**src/tlb_page_table_translator_top_assert.svh**
```systemverilog
// ----------------------------------------------------------------------------
// TLB page table translator assertion macros
// Shared concurrent assertion forms, clocked and reset-qualified.
// ----------------------------------------------------------------------------
`ifndef TLB_PAGE_TABLE_TRANSLATOR_TOP_ASSERT_SVH
`define TLB_PAGE_TABLE_TRANSLATOR_TOP_ASSERT_SVH

// same-cycle implication
`define TLBPT_ASSERT_IMP(label, clk, rst_n, ante, cons) \
    label: assert property (@(posedge clk) disable iff (!(rst_n)) (ante) |-> (cons)) \
        else $error("tlbpt assertion failed");

// next-cycle implication
`define TLBPT_ASSERT_NXT(label, clk, rst_n, ante, cons) \
    label: assert property (@(posedge clk) disable iff (!(rst_n)) (ante) |=> (cons)) \
        else $error("tlbpt assertion failed");

`endif

```
**src/tlbpt_pkg.sv**
```systemverilog
// ----------------------------------------------------------------------------
// TLB page table translator package
// Field widths and the request/response bundles between the blocks.
// ----------------------------------------------------------------------------
package tlbpt_pkg;

    localparam int VA_W    = 16;
    localparam int PAGE_W  = 8;
    localparam int FRAME_W = 8;
    localparam int CNT_W   = 32;

    typedef struct packed {
        logic               search;
        logic               resolve;
        logic               install;
        logic [PAGE_W-1:0]  page;
        logic [FRAME_W-1:0] frame;
    } t_tlb_req;

    typedef struct packed {
        logic               hit;
        logic [FRAME_W-1:0] frame;
    } t_tlb_rsp;

    typedef struct packed {
        logic              read;
        logic              alloc;
        logic [PAGE_W-1:0] page;
    } t_pt_req;

    typedef struct packed {
        logic               mapped;
        logic [FRAME_W-1:0] frame;
    } t_pt_rsp;

endpackage

```
**src/tlbpt_tlb.sv**
```systemverilog
// ----------------------------------------------------------------------------
// TLB
// Tag compare array with FIFO replacement and a frame memory read at the
// matching slot.
// ----------------------------------------------------------------------------
module tlbpt_tlb #(
    parameter int ENTRIES = 16
) (
    input  logic                i_clk,
    input  logic                i_rst_n,
    input  tlbpt_pkg::t_tlb_req i_req,
    output tlbpt_pkg::t_tlb_rsp o_rsp
);

    localparam int IDX_W = (ENTRIES > 1) ? $clog2(ENTRIES) : 1;

    logic [tlbpt_pkg::PAGE_W-1:0]  r_tag [ENTRIES];
    logic [tlbpt_pkg::FRAME_W-1:0] r_frame_mem [ENTRIES];
    logic [tlbpt_pkg::FRAME_W-1:0] r_rd_frame;
    logic [ENTRIES-1:0]            r_valid;
    logic [ENTRIES-1:0]            r_match;
    logic [IDX_W-1:0]              r_slot;
    logic [IDX_W-1:0]              n_slot;
    logic [IDX_W-1:0]              hit_idx;

    // lowest matching slot wins; at most one matches in practice
    always_comb begin
        hit_idx = '0;
        for (int i = ENTRIES - 1; i >= 0; i--) begin
            if (r_match[i]) begin
                hit_idx = IDX_W'(i);
            end
        end
    end

    assign n_slot = (r_slot == IDX_W'(ENTRIES - 1)) ? '0 : r_slot + 1'b1;

    always_ff @(posedge i_clk) begin
        if (!i_rst_n) begin
            r_valid <= '0;
            r_slot  <= '0;
        end else if (i_req.install) begin
            r_valid[r_slot] <= 1'b1;
            r_slot          <= n_slot;
        end
    end

    always_ff @(posedge i_clk) begin
        if (i_req.search) begin
            for (int i = 0; i < ENTRIES; i++) begin
                r_match[i] <= r_valid[i] && (r_tag[i] == i_req.page);
            end
        end
        if (i_req.install) begin
            r_tag[r_slot] <= i_req.page;
        end
    end

    // frame memory: one write port, one registered read port
    always_ff @(posedge i_clk) begin
        if (i_req.install) begin
            r_frame_mem[r_slot] <= i_req.frame;
        end
        if (i_req.resolve) begin
            r_rd_frame <= r_frame_mem[hit_idx];
        end
    end

    always_comb begin
        o_rsp.hit   = |r_match;
        o_rsp.frame = r_rd_frame;
    end

endmodule

```
**src/tlbpt_page_table.sv**
```systemverilog
// ----------------------------------------------------------------------------
// Page table
// Per-page mapped bits, frame memory and the free-frame allocator.
// ----------------------------------------------------------------------------
module tlbpt_page_table #(
    parameter int PAGES = 256
) (
    input  logic               i_clk,
    input  logic               i_rst_n,
    input  tlbpt_pkg::t_pt_req i_req,
    output tlbpt_pkg::t_pt_rsp o_rsp
);

    localparam int IDX_W = $clog2(PAGES);
    localparam int NF_W  = $clog2(PAGES + 1);

    logic [tlbpt_pkg::FRAME_W-1:0] r_mem [PAGES];
    logic [tlbpt_pkg::FRAME_W-1:0] r_rd_frame;
    logic                          r_rd_mapped;
    logic [PAGES-1:0]              r_valid;
    logic [NF_W-1:0]               r_next_free;
    logic [IDX_W-1:0]              idx;
    logic [tlbpt_pkg::FRAME_W-1:0] alloc_frame;

    assign idx         = i_req.page[IDX_W-1:0];
    assign alloc_frame = tlbpt_pkg::FRAME_W'(r_next_free);

    always_ff @(posedge i_clk) begin
        if (!i_rst_n) begin
            r_valid     <= '0;
            r_next_free <= '0;
        end else if (i_req.alloc) begin
            r_valid[idx] <= 1'b1;
            if (r_next_free < NF_W'(PAGES)) begin
                r_next_free <= r_next_free + 1'b1;
            end
        end
    end

    always_ff @(posedge i_clk) begin
        if (i_req.read) begin
            r_rd_mapped <= r_valid[idx];
            r_rd_frame  <= r_mem[idx];
        end
        if (i_req.alloc) begin
            r_mem[idx] <= alloc_frame;
        end
    end

    // unmapped pages take the next free frame
    always_comb begin
        o_rsp.mapped = r_rd_mapped;
        o_rsp.frame  = r_rd_mapped ? r_rd_frame : alloc_frame;
    end

endmodule

```
**src/tlb_page_table_translator_top.sv**
```systemverilog
// Sequence: the start beat leads through SEARCH, RESOLVE and DONE to o_valid;
// DIV and MOD reduce the page number first if PAGE_COUNT is not a power of 2.
// Addresses are taken only in idle; busy drops in the strobe cycle.
// Path: TLB tag compare and page table read, then TLB frame memory read.
// Reset: synchronous, clears TLB and page table valid bits, FIFO pointer,
// free-frame pointer and counters. The receiver cannot stall.
// ----------------------------------------------------------------------------
// TLB page table translator top
// Virtual to physical translation with FIFO TLB and on-demand frame mapping.
// ----------------------------------------------------------------------------
`include "tlb_page_table_translator_top_assert.svh"

module tlb_page_table_translator_top #(
    parameter int TLB_ENTRIES  = 16,
    parameter int PAGE_COUNT   = 256,
    parameter int OFFSET_WIDTH = 8
) (
    input  logic                          i_clk,
    input  logic                          i_rst_n,
    input  logic                          start,
    output logic                          busy,
    input  logic [tlbpt_pkg::VA_W-1:0]    i_virtual_address,
    output logic                          o_valid,
    output logic [tlbpt_pkg::VA_W-1:0]    o_physical_address,
    output logic                          o_tlb_hit,
    output logic                          o_page_fault,
    output logic [tlbpt_pkg::PAGE_W-1:0]  o_fault_page,
    output logic [tlbpt_pkg::CNT_W-1:0]   o_translated_count,
    output logic [tlbpt_pkg::CNT_W-1:0]   o_fault_count,
    output logic [tlbpt_pkg::CNT_W-1:0]   o_hit_count
);

    localparam int VPN_W   = tlbpt_pkg::VA_W - OFFSET_WIDTH;
    localparam bit PAGE_POW2 = ((PAGE_COUNT & (PAGE_COUNT - 1)) == 0);
    localparam logic [VPN_W-1:0] VPN_MASK = VPN_W'(PAGE_COUNT - 1);
    // exact reciprocal for vpn < 2**VPN_W
    localparam int SH = VPN_W + $clog2(PAGE_COUNT);
    localparam int MW = VPN_W + 2;
    localparam longint unsigned RECIP_FULL =
        ((64'd1 << SH) + PAGE_COUNT - 1) / PAGE_COUNT;
    localparam logic [MW-1:0] RECIP = MW'(RECIP_FULL);
    localparam int PW = VPN_W + MW;

    typedef enum logic [2:0] {
        S_IDLE,
        S_DIV,
        S_MOD,
        S_SEARCH,
        S_RESOLVE,
        S_DONE
    } t_state;

    t_state                        r_state;
    logic [tlbpt_pkg::VA_W-1:0]    r_va;
    logic [VPN_W-1:0]              r_quot;
    logic [tlbpt_pkg::PAGE_W-1:0]  r_page;
    logic                          r_hit;
    logic                          r_fault;
    logic [tlbpt_pkg::FRAME_W-1:0] r_miss_frame;
    logic [tlbpt_pkg::CNT_W-1:0]   r_total_cnt;
    logic [tlbpt_pkg::CNT_W-1:0]   r_fault_cnt;
    logic [tlbpt_pkg::CNT_W-1:0]   r_hit_cnt;

    logic [VPN_W-1:0]              vpn_in;
    logic [VPN_W-1:0]              vpn;
    logic [PW-1:0]                 prod;
    logic [VPN_W+8:0]              qmul;
    logic [VPN_W-1:0]              rem;
    logic [tlbpt_pkg::FRAME_W-1:0] frame;
    logic                          alloc;

    tlbpt_pkg::t_tlb_req tlb_req;
    tlbpt_pkg::t_tlb_rsp tlb_rsp;
    tlbpt_pkg::t_pt_req  pt_req;
    tlbpt_pkg::t_pt_rsp  pt_rsp;

    function automatic logic [tlbpt_pkg::CNT_W-1:0] sat_inc(
        input logic [tlbpt_pkg::CNT_W-1:0] v
    );
        return (&v) ? v : v + 1'b1;
    endfunction

    assign vpn_in = i_virtual_address[tlbpt_pkg::VA_W-1:OFFSET_WIDTH];
    assign vpn    = r_va[tlbpt_pkg::VA_W-1:OFFSET_WIDTH];
    assign prod   = PW'(vpn) * PW'(RECIP);
    assign qmul   = (VPN_W + 9)'(r_quot) * (VPN_W + 9)'(PAGE_COUNT);
    assign rem    = vpn - qmul[VPN_W-1:0];
    assign frame  = r_hit ? tlb_rsp.frame : r_miss_frame;
    assign alloc  = (r_state == S_RESOLVE) && !tlb_rsp.hit && !pt_rsp.mapped;
    assign busy   = (r_state != S_IDLE);

    always_comb begin
        tlb_req.search  = (r_state == S_SEARCH);
        tlb_req.resolve = (r_state == S_RESOLVE);
        tlb_req.install = (r_state == S_RESOLVE) && !tlb_rsp.hit;
        tlb_req.page    = r_page;
        tlb_req.frame   = pt_rsp.frame;
        pt_req.read     = (r_state == S_SEARCH);
        pt_req.alloc    = alloc;
        pt_req.page     = r_page;
    end

    tlbpt_tlb #(
        .ENTRIES(TLB_ENTRIES)
    ) u_tlb (
        .i_clk  (i_clk),
        .i_rst_n(i_rst_n),
        .i_req  (tlb_req),
        .o_rsp  (tlb_rsp)
    );

    tlbpt_page_table #(
        .PAGES(PAGE_COUNT)
    ) u_page_table (
        .i_clk  (i_clk),
        .i_rst_n(i_rst_n),
        .i_req  (pt_req),
        .o_rsp  (pt_rsp)
    );

    always_ff @(posedge i_clk) begin
        if (!i_rst_n) begin
            r_state     <= S_IDLE;
            o_valid     <= 1'b0;
            r_total_cnt <= '0;
            r_fault_cnt <= '0;
            r_hit_cnt   <= '0;
        end else begin
            o_valid <= 1'b0;
            unique case (r_state)
                S_IDLE: begin
                    if (start) begin
                        r_va    <= i_virtual_address;
                        r_page  <= tlbpt_pkg::PAGE_W'(vpn_in & VPN_MASK);
                        r_state <= PAGE_POW2 ? S_SEARCH : S_DIV;
                    end
                end
                S_DIV: begin
                    r_quot  <= VPN_W'(prod >> SH);
                    r_state <= S_MOD;
                end
                S_MOD: begin
                    r_page  <= tlbpt_pkg::PAGE_W'(rem);
                    r_state <= S_SEARCH;
                end
                S_SEARCH: begin
                    r_state <= S_RESOLVE;
                end
                S_RESOLVE: begin
                    r_hit        <= tlb_rsp.hit;
                    r_fault      <= alloc;
                    r_miss_frame <= pt_rsp.frame;
                    r_total_cnt  <= sat_inc(r_total_cnt);
                    if (tlb_rsp.hit) begin
                        r_hit_cnt <= sat_inc(r_hit_cnt);
                    end
                    if (alloc) begin
                        r_fault_cnt <= sat_inc(r_fault_cnt);
                    end
                    r_state <= S_DONE;
                end
                S_DONE: begin
                    o_valid            <= 1'b1;
                    o_physical_address <= tlbpt_pkg::VA_W'({frame, r_va[OFFSET_WIDTH-1:0]});
                    o_tlb_hit          <= r_hit;
                    o_page_fault       <= r_fault;
                    o_fault_page       <= r_fault ? r_page : '0;
                    o_translated_count <= r_total_cnt;
                    o_fault_count      <= r_fault_cnt;
                    o_hit_count        <= r_hit_cnt;
                    r_state            <= S_IDLE;
                end
                default: begin
                    r_state <= S_IDLE;
                end
            endcase
        end
    end

    `TLBPT_ASSERT_IMP(a_hit_xor_fault, i_clk, i_rst_n, o_valid, !(o_tlb_hit && o_page_fault))
    `TLBPT_ASSERT_IMP(a_hit_counted, i_clk, i_rst_n, o_valid && o_tlb_hit, o_hit_count != '0)
    `TLBPT_ASSERT_NXT(a_start_leaves_idle, i_clk, i_rst_n, i_rst_n && start && !busy, busy)
    `TLBPT_ASSERT_IMP(a_strobe_after_done, i_clk, i_rst_n, o_valid, $past(r_state == S_DONE))

endmodule
```
**config.mk**
```make
export PLATFORM = sky130hd
export DESIGN_NAME = tlb_page_table_translator_top
export DESIGN_NICKNAME = d
export VERILOG_FILES = /design/src/tlbpt_pkg.sv /design/src/tlbpt_tlb.sv /design/src/tlbpt_page_table.sv /design/src/tlb_page_table_translator_top.sv
export VERILOG_INCLUDE_DIRS = /design/src /design/src/src
export SDC_FILE = /design/constraint.sdc
export NUM_CORES = 2
export LEC_CHECK = 0
export BUFFER_PORTS_ARGS = -buffer_cell sky130_fd_sc_hd__clkbuf_2
export CAP_MARGIN = 20
export CORE_MARGIN = 2
export CORE_UTILIZATION = 50
export DETAILED_ROUTE_END_ITERATION = 12
export PLACE_DENSITY = 0.66
export SYNTH_ARGS = -nofsm -noshare
export SYNTH_HDL_FRONTEND = slang
export SYNTH_SLANG_ARGS = --single-unit
```
**constraint.sdc**
```tcl
create_clock -name i_clk -period 6.45 [get_ports i_clk]
set_clock_uncertainty 0.1 [all_clocks]
set_input_delay 0.645 -clock i_clk [delete_from_list [all_inputs] [get_ports i_clk]]
set_output_delay 0.645 -clock i_clk [all_outputs]
set_load 0.01 [all_outputs]
```
==> reports/results.tsv <==
stage	metric	value	unit
outcome	outcome	finished clean	
synth	Synth Flop Type	edfxtp_1	
drt	routed wire length	264000	um
synth	Yosys reg bits	2878	
grt	first-pass GRT wire length	387000	um
synth	ys async rst share	0	%
sta	setup_tns	0	ns
place	gpl congestion	0.847	
power	worst IR drop on VDD	0.242	mV
drt	Residual DRC	0	
power	Final Total Pwr	39700	uW
floorplan	initial core utilization	50.4	%
synth	Syn Nets	5902	
worst_setup_path	Critical Path AT	5.70	ns
job	MaxCap Viol Count	0	
grt	Most Used Layer, Global Route	met2	
power	register share of total power	50.4	%
synth	Post-synth EDFFs	2493	
sta	Slew headroom	23.3	%
synth	top post-synthesis cells by count	2,493 x edfxtp_1, 663 x nor2_1, 570 x mux4_2, 385 x dfxtp_1, 208 x clkbuf_1	
worst_setup_path	r2r startpoint	r_page[0]	
drt	wire length per cell	28.6	um
sta	RSZ-0062 raised after global routing	false	
worst_setup_path	Crit Path Category	reg2reg	
grt	grt met1 use	33.8	%
cts	setup bufs post-CTS	0	
grt	largest net degree at the start of global routing	116	
drt	DRT Pass-1 Iters	5	
worst_setup_path	flop-to-flop setup slack	1.27	ns
final_layout	Final Non-Filler Cells	9255	
place	PortBufs	142	
cts	CTS clk-pin slew, worst paths	0.06	ns
power	Power Dens Cells	319	nW/um^2
power	Switching Fraction	21.1	%
cts	TritonCTS clock tree	yes	
synth	share of the yosys chip area belonging to registers	75.2	%
cts	clk_lat worst skew	0.93	ns
final_layout	post-layout instance area	124000	sq um
cts	clock buffer depth	4	
cts	CTS Buf Count	303	
synth	synth top area cells	edfxtp_1 68%, mux4_2 12%, dfxtp_1 7.0%, nor2_1 2.3%, a22oi_1 1.1%	
worst_setup_path	cells on worst reg2reg path	8	
synth	Syn Inst Count	5875	
grt	antenna violations before repair	5	
synth	Synth warnings	0	
hold_path	Hold Crit Class	reg2reg	
worst_setup_path	CP endpoint kind	flip-flop	
floorplan	Die X	473	um
power	Pint	31300	uW
synth	most area-hungry cell type in the Yosys netlist	edfxtp_1	
drt	DR vias/cell	6.14	
sta	Tcrit/Tclk final	80.4	%
final_layout	Nets	6195	
cts	# H-tree levels	5	
drt	Final ANT Viol Nets	0	
grt	M3 GR Usage	4.55	%
floorplan	Chip Height	473	um
place	dpl cell area	114000	sq um
worst_setup_path	Worst Path Required	6.96	ns
place	HPWL after detailed placement	157000	um
final_layout	Layout area overhead	13.4	%
power	LEAKAGE	0.0401	uW
floorplan	Rows	171	
synth	post-synthesis cell type count	69	
cts	clk root buf	clkbuf_16	
hold_path	Hold Crit Depth	0	
sta	fmax	193	MHz
sta	final hold viol count	0	
sta	post-layout min period	5.18	ns
final_layout	layout cell share with drive strength beyond 1	22.8	%
synth	share of the synthesized area in the top cell type	68.2	%
floorplan	Die Area	223000	sq um
worst_setup_path	Worst R2R End	u_page_table.r_rd_frame[1]	
sta	Setup-failing EPs final	0	
sta	max-slew violation count	0	
synth	post-synthesis cell area	110000	sq um
grt	vias in the first global route	56500	
worst_setup_path	Crit Path Max Fanout	24	
power	combinational share of power	5.6	%
synth	most numerous cell in the Yosys netlist	edfxtp_1	
grt	GRT overflow	0	
synth	Synth Area per Inst	18.7	sq um
floorplan	Core Box Area	218000	sq um
grt	GR Util met2	36.6	%
place	placed cells	8696	
drt	detailed-route via count	56900	
cts	CTS sink count	2878	
final_layout	Layout fillers	16000	
hold_path	hold endpoint	o_physical_address[7]	
drt	Iteration-0 DRC Markers	6147	
worst_setup_path	Worst setup SP type	flip-flop	
grt	Global Route Usage Sum	23.6	%
hold_path	Worst Hold Launch	r_va[7]	
power	Clock power frac	44.0	%
power	Net Sw Power	8400	uW
floorplan	I/O pin count	143	
sta	Slew @ Worst Pin	1.15	ns
cells by family after synthesis:
kind of cell	synth area share [%]
buffers and inverters	1.43
AOI/OAI and AO/OA	4.48
adders and majority gates	0.0912
xor gates and xnor gates	1.72
muxes	12.4
DFF	75.2
and+or+nand+nor	4.66
repair_timing:
item,in CTS,in global routing
hold buffers,18,0
hold endpoints to repair,31,0
gates resized for setup,0,0
cell usage in the layout (no fill, tap or decap), types with 72 or more instances in the layout:
cell       count
edfxtp_1    2493
nor2_1       660
mux4_2       570
dfxtp_1      377
clkbuf_16    309
a22oi_1      156
clkbuf_2     141
o21a_1       131
buf_4        131
xor2_1       123
a221oi_1      95
a21oi_1       94
xnor2_1       93
nand2_1       74
clkbuf_1      72
routing by layer:
layer  vias up  wire length [um]  part of all wire, %
li1      24100                 -                    -
met1     29600            109000                   41
met4         4              8720                  3.3
met2      2584            124000                   47
met5         -                29                0.011
met3       489             23100                  8.7
metrics by stage:
stage	worst slack [ns]	hold WS [ns]	util [%]
2_1_floorplan	1.35	0.300	-
3_3_place_gp	1.23	0.301	52.5
3_5_place_dp	1.23	0.305	52.5
4_1_cts	1.22	0.288	57.2
5_1_grt	1.17	0.318	57.2
6_report	1.27	0.316	57.2
power groups by stage:
| stage | logic [uW] | registers [uW] | clock network, uW |
|---|---|---|---|
| 2_1_floorplan | 1380 | 20400 | 0 |
| 3_3_place_gp | 2190 | 20400 | 0 |
| 3_5_place_dp | 2200 | 20400 | 0 |
| 4_1_cts | 2210 | 20000 | 17700 |
| 5_1_grt | 2300 | 20000 | 18400 |
| 6_report | 2210 | 20000 | 17500 |
critical path, cell delays in order, from the launching register on:
cell and delay (ns):
edfxtp_1 1.09, buf_12 0.29, buf_4 0.45, mux4_2 0.57, a22o_1 0.20, a221oi_1 0.44
o22ai_1 0.41, o311ai_1 0.98, o311ai_0 0.28
registers in the layout, summed over array words and instances, names as in the netlist, 9 cells and up:
| register | count |
|---|---|
| o_fault_count | 32 |
| o_hit_count | 32 |
| o_physical_address | 16 |
| o_translated_count | 32 |
| r_fault_cnt | 32 |
| r_hit_cnt | 32 |
| r_total_cnt | 32 |
| r_va | 16 |
| u_page_table.r_mem | 2048 |
| u_page_table.r_next_free | 9 |
| u_page_table.r_valid | 256 |
| u_tlb.r_frame_mem | 128 |
| u_tlb.r_match | 16 |
| u_tlb.r_tag | 128 |
| u_tlb.r_valid | 16 |
worst max-delay path by stage:
stage | start | end | slack (ns) | cells after the start
2_1_floorplan | u_page_table.r_next_free[4] | r_miss_frame[4] | 1.35 | 2
3_3_place_gp | r_page[0] | u_page_table.r_rd_frame[1] | 1.23 | 8
3_5_place_dp | r_page[0] | u_page_table.r_rd_frame[1] | 1.23 | 8
4_1_cts | r_page[0] | u_page_table.r_rd_frame[1] | 1.22 | 8
5_1_grt | r_page[0] | u_page_table.r_rd_frame[1] | 1.17 | 8
6_report | r_page[0] | u_page_table.r_rd_frame[1] | 1.27 | 8
final cells by class:
| cell class | instances | area, sq um | share of cell area (%) |
|---|---|---|---|
| clock inverters | 130 | 1600 | 1.28 |
| repair buffers | 317 | 2410 | 1.94 |
| inverters | 50 | 195 | 0.157 |
| flip-flops and latches | 2878 | 82600 | 66.4 |
| diodes | 3 | 7.51 | 0.00603 |
| clock buffers | 405 | 8330 | 6.70 |
| multi-input cells | 2618 | 25700 | 20.7 |
| well taps | 2854 | 3570 | 2.87 |
No activity file was read; power rests on OpenSTA's default activity.
